--- src/hw/rtl/smw_pkg.sv ---
// ----------------------------------------------------------------------------
// smw_pkg
// Shared types and constants of the sliding window median filter.
// ----------------------------------------------------------------------------
package smw_pkg;

  localparam int CFG_W = 7;

  typedef enum logic [2:0] {
    ST_IDLE,
    ST_LOAD,
    ST_COUNT,
    ST_PICK,
    ST_SCAN,
    ST_WAIT
  } st_t;

  typedef struct packed {
    logic load;
    logic count;
    logic pick;
    logic shift;
  } cell_ctrl_t;

endpackage

--- src/hw/rtl/smw_cell.sv ---
// ----------------------------------------------------------------------------
// smw_cell
// One window slot: holds a sample, counts how many window samples lie below
// and at or below it as the window rotates past, then flags itself when its
// rank matches and hands its flag and value toward cell zero.
// ----------------------------------------------------------------------------
module smw_cell import smw_pkg::*; #(
  parameter int SAMPLE_WIDTH = 32
) (
  input  logic                           clk,
  input  cell_ctrl_t                     ctrl,
  input  logic                           wr_en,
  input  logic signed [SAMPLE_WIDTH-1:0] wr_data,
  input  logic                           active,
  input  logic        [CFG_W-1:0]        rank,
  input  logic signed [SAMPLE_WIDTH-1:0] rot_in,
  input  logic                           flag_in,
  output logic signed [SAMPLE_WIDTH-1:0] rot,
  output logic                           flag
);

  logic signed [SAMPLE_WIDTH-1:0] store;
  logic        [CFG_W-1:0]        below;
  logic        [CFG_W-1:0]        upto;
  logic                           hit;

  assign hit = active && (below <= rank) && (rank < upto);

  always_ff @(posedge clk) begin
    if (wr_en) begin
      store <= wr_data;
    end
  end

  always_ff @(posedge clk) begin
    if (ctrl.load || ctrl.pick) begin
      rot <= store;
    end else if (ctrl.count || ctrl.shift) begin
      rot <= rot_in;
    end
  end

  always_ff @(posedge clk) begin
    if (ctrl.load) begin
      below <= '0;
      upto  <= '0;
    end else if (ctrl.count && active) begin
      below <= below + CFG_W'(rot < store);
      upto  <= upto + CFG_W'(rot <= store);
    end
  end

  always_ff @(posedge clk) begin
    if (ctrl.pick) begin
      flag <= hit;
    end else if (ctrl.shift) begin
      flag <= flag_in;
    end
  end

endmodule

--- config.mk ---
export PLATFORM = sky130hd
export DESIGN_NAME = smw_cell
export DESIGN_NICKNAME = d
export VERILOG_FILES = /design/src/hw/rtl/smw_pkg.sv /design/src/hw/rtl/smw_cell.sv
export SDC_FILE = /design/constraint.sdc
export NUM_CORES = 1
export LEC_CHECK = 0
export BUFFER_PORTS_ARGS = -buffer_cell sky130_fd_sc_hd__buf_4
export CAP_MARGIN = 40
export CORE_UTILIZATION = 45
export CTS_BUF_LIST = sky130_fd_sc_hd__clkbuf_8
export DETAILED_ROUTE_END_ITERATION = 8
export MAX_ROUTING_LAYER = met4
export PLACE_DENSITY = 0.73
export SYNTH_ARGS = -nofsm -noshare
export SYNTH_HDL_FRONTEND = slang
export SYNTH_SLANG_ARGS = --single-unit
--- constraint.sdc ---
create_clock -name clk -period 3.1 [get_ports clk]
set_clock_uncertainty 0.2 [all_clocks]
set_input_delay 0.31 -clock clk [delete_from_list [all_inputs] [get_ports clk]]
set_output_delay 0.31 -clock clk [all_outputs]
set_load 0.02 [all_outputs]
Word-level counts from Yosys, hierarchy flattened
Cells that the tools add are included.

Bits in registers: 79. Input bits: 79.

Add/subtract/negate cells: 2. Order comparisons: 4. Muxes and demuxes: 4. Reduce and logical (&&, ||, !) cells: 7.

Operators with widths (number): two-way mux 32 bit (2); less-or-equal comparator 32 bit (1); less-than comparator 32 bit (1); adder 7 x 1 -> 7 bit (2); less-or-equal comparator 7 bit (1); less-than comparator 7 bit (1); nonzero test 2 bit (2); logical AND 1 bit (3); logical OR 1 bit (2); two-way mux 1 bit (2).

Longest topological paths before layout
Word-level depth: 4. Depth in mapped cells: 14. Gate-level depth less buffers: 14.

Worst setup path before layout
Ideal clock, no wire load.

Kind: reg2reg. Start: register rot[25]. End: register upto[6]. Setup time: 128 ps. Arrival time: 2949 ps. Setup slack: -176 ps. Stages on the path, launching flop included: 14. Path buffers: 0. Period minus slack after synthesis: 3276 ps. Path through: edfxtp_1 -> ha_1 -> a21o_1 -> a221o_1 -> a221oi_1 -> o21ai_1 -> o21a_1 -> o21ai_1 -> ha_1 -> ha_1 -> nand2_1 -> or4_1 -> xnor2_1 -> nor2_1.

Longest elaborated chain between the ends: 2.

RTL lines: from (decl) (RTL line smw_cell.sv:18) `output logic signed [SAMPLE_WIDTH-1:0] rot,`; from (signal assigned) (RTL line smw_cell.sv:37) `rot <= store;`; from (signal assigned) (RTL line smw_cell.sv:39) `rot <= rot_in;`; less-or-equal comparator 32 bit (RTL line smw_cell.sv:49) `upto <= upto + CFG_W'(rot <= store);`; adder 7 x 1 -> 7 bit (RTL line smw_cell.sv:49); to (signal assigned) (RTL line smw_cell.sv:49); to (decl) (RTL line smw_cell.sv:24) `logic [CFG_W-1:0] upto;`.

No other way between the ends. A chain may end at the register's enable or synchronous reset.

Final worst setup path
Start: register rot[27]. End: register upto[6].

Same word-level chain as after synthesis.

==> results_dict.tcl <==
set metrics [dict create \
    wl_per_cell_um 14.6 \
    firstDrtPassIters 4 \
    gr-usage-met1_pct 25.5 \
    rsz0062_at_grt "true" \
    clockRootBuffer "clkbuf_8" \
    synth.largest_area_cell "edfxtp_1" \
    grt_usage_pct 21.6 \
    ir_drop_mv 0.305 \
    fin_ws_ps -201 \
    synth_most_common_cell "edfxtp_1" \
    antenna_found_initial 0 \
    slew_violations 0 \
    r2r_end "upto[6]$_SDFFE_PP0P_" \
    crit_arrival_ps 3350 \
    post-dp-hpwl_um 6560 \
    setup_viol 2 \
    cpMostUsedCell "ha_4" \
    crit_path_end "upto[6]$_SDFFE_PP0P_" \
    hp-class "in -> reg" \
    swShare_pct 28.2 \
    slowest_delay_ps 440 \
    syn-cell-area_um2 4020 \
    drt_drc_violations_left 0 \
    core_um2 8680 \
    finalHoldViolCount 0 \
    synth-main-ff-cell "edfxtp_1" \
    critical_path_class "reg -> reg" \
    p_total_mw 2.71 \
    gr-total-overflow 0 \
    viasPerCell 5.04 \
    synth-seq-area-share_pct 55.5 \
    post-route-period-util_pct 106 \
    path_depth 14 \
    critPathRequiredTime_ps 3150 \
    drt_iter0_markers 74 \
    p_sw_uw 764 \
    syn-num-nets 496 \
    numCtsBuffers 9 \
    cts.htree.levels 3 \
    syn_inst 368 \
    pwr-share-clk_pct 29.9 \
    async_flop_share_pct 0 \
    die_y_um 96.5 \
    violations "negative setup slack" \
    route.antenna.remaining_nets 0 \
    drv_cap 0 \
    cp_max_fo 2 \
    grtUsageMet3_pct 4.62 \
    r2r_start "rot[27]$_DFFE_PP_" \
    grt_pass1_vias 3302 \
    area_delta_synth_final_pct 48.2 \
    vias 3369 \
    startpoint "rot[27]$_DFFE_PP_" \
    clk_pin_slew_ps 90 \
    r2r_slack_ps -200 \
    cp-end-kind "flop" \
    yosysUniqueCellTypes 36 \
    gp_congestion 0.805 \
    rows 34 \
    min_period_ps 3300 \
    start_util_pct 46.4 \
    cts_buffer_depth 2 \
    whs_ps 12.3 \
    crit_buf_inv 1 \
    p_leak_nw 2.71 \
    grt_max_degree 39 \
    clock_latency_ps 370 \
    p_seq_share_pct 47.3 \
    n_antenna_cell 0 \
    drt_wl_total_um 9730 \
    synth_top_area_share_pct 48.5 \
    busiest_layer "met2" \
    slowest_stage "edfxtp_1" \
    tightest_slew_ps 550 \
    drive_gt1_share_pct 35.2 \
    synth_area_leaders "edfxtp_1 (49%), ha_1 (15%), dfxtp_1 (7.0%)" \
    status "complete, but fails checks" \
    avgSynthCellArea_um2 10.9 \
    cts_sinks 79 \
    crit_path_start_kind "flop" \
    reg2reg_depth 14 \
    cts_tree "built" \
    relSlewSlack_pct 63.2 \
    nets 683 \
    synthTopCellsByCount "edfxtp_1 (65), nand2_1 (53), ha_1 (49)" \
    use_met2_pct 34.9 \
    power.internal_mw 1.95 \
    yosys_warnings 0 \
    die_area_um2 9320 \
    portBuffers 111 \
    die_x_um 96.5 \
    synth-seq-cells 79 \
    path_delay_family "simple AND/OR/NAND/NOR gates" \
    fmax_mhz 303 \
    grt_pass1_wl_um 14500 \
    synth_edf_count 65 \
    num_io_pins 112 \
    p_per_area_nw_per_um2 455 \
    p_comb_share_pct 22.8 \
    worstPathCellList "ha_4 -> and2_0 -> buf_4 -> nand4_1 -> or3_4 -> a31oi_4 -> nor3_2 -> o21ai_2 -> ha_2 -> ha_4 -> nand2_2 -> or4_4 -> xnor2_2 -> nor2_1" \
]
## stage by stage
step	std cells	instance area [um2]	setup WS (ps)	TNS, ps	util (%)
6_report	668	5960	-201	-242	68.7
5_1_grt	668	5960	-334	-1360	68.7
4_1_cts	660	5790	-195	-195	66.7
3_5_place_dp	611	5210	-281	-482	60.0
3_3_place_gp	611	5210	-162	-162	60.0
2_1_floorplan	368	4020	-159	-159	-
## area by class of cell
cell class	instances	area [um2]
Sequential cell	79	2230
Fill cell	637	2720
Timing Repair Buffer	185	1470
Inverter	46	173
Tap cell	108	135
Clock inverter	7	80.1
Multi-Input combinational cell	234	1750
Clock buffer	9	124
## layout by cell type (no fill, tap or decap), types with 5 or more instances in the layout
cell / count
inv_1: 44
dlygate4sd3_1: 32
nor2_1: 11
clkbuf_8: 9
nand4_1: 11
edfxtp_1: 65
a21oi_1: 17
a21o_1: 5
ha_1: 42
dfxtp_1: 14
buf_4: 153
o21ai_0: 37
nand2_1: 52
## worst min-delay path by stage
stage | slack (ps) | cells after the start | from | endpoint
3_3_place_gp | 260 | 2 | below[0]$_SDFFE_PP0P_ | below[0]$_SDFFE_PP0P_
2_1_floorplan | 210 | 0 | wr_data[0] | store[0]$_DFFE_PP_
3_5_place_dp | 270 | 2 | below[0]$_SDFFE_PP0P_ | below[0]$_SDFFE_PP0P_
6_report | 10 | 3 | rot_in[12] | rot[12]$_DFFE_PP_
5_1_grt | 8 | 3 | rot_in[20] | rot[20]$_DFFE_PP_
4_1_cts | 8 | 3 | rot_in[16] | rot[16]$_DFFE_PP_
## worst register-to-register path, stage by stage, from the launching register on
cell,delay [ps]
edfxtp_1,440
ha_4,300
and2_0,140
buf_4,110
nand4_1,150
or3_4,390
a31oi_4,190
nor3_2,90
o21ai_2,150
ha_2,220
ha_4,130
nand2_2,50
or4_4,430
xnor2_2,160
nor2_1,50
## sequential cells by signal (all words and copies together), names as in the netlist
register,flops
rot,32
store,32
below,7
upto,7
flag,1
## cells by family (layout without fill, tap and decap cells)
logic type      count (synthesis)  in the layout  share of synthesized area (%)
flops                          79             79                           55.5
buf+inv                        55            247                           5.16
simple gates                  102            102                           11.8
fa+ha+maj                      49             49                           15.2
xor+xnor                        8              8                           1.74
compound gates                 74             74                           10.3
mux                             1              1                          0.280
## power by group through the flow
stage	sequential (mW)	clock [mW]	combinational, mW
floorplan	1.35	0	0.195
global placement	1.30	0	0.513
detailed placement	1.30	0	0.528
CTS	1.28	0.816	0.579
global route	1.29	0.861	0.682
finish	1.28	0.811	0.619
## repair_timing
item	4_1_cts	5_1_grt
cloned	0	0
pin swaps	4	13
setup endpoints to repair	7	11
hold buffers	32	0
resized for setup	10	22
buffers inserted	1	9
hold endpoints to repair	32	0
## metal layers
metal	share of wire (%)	routed length (um)
met2	49	4740
met1	43	4230
met3	5.0	487
met5	0	0
met4	2.8	275
No activity file was read; power rests on OpenSTA's default activity.
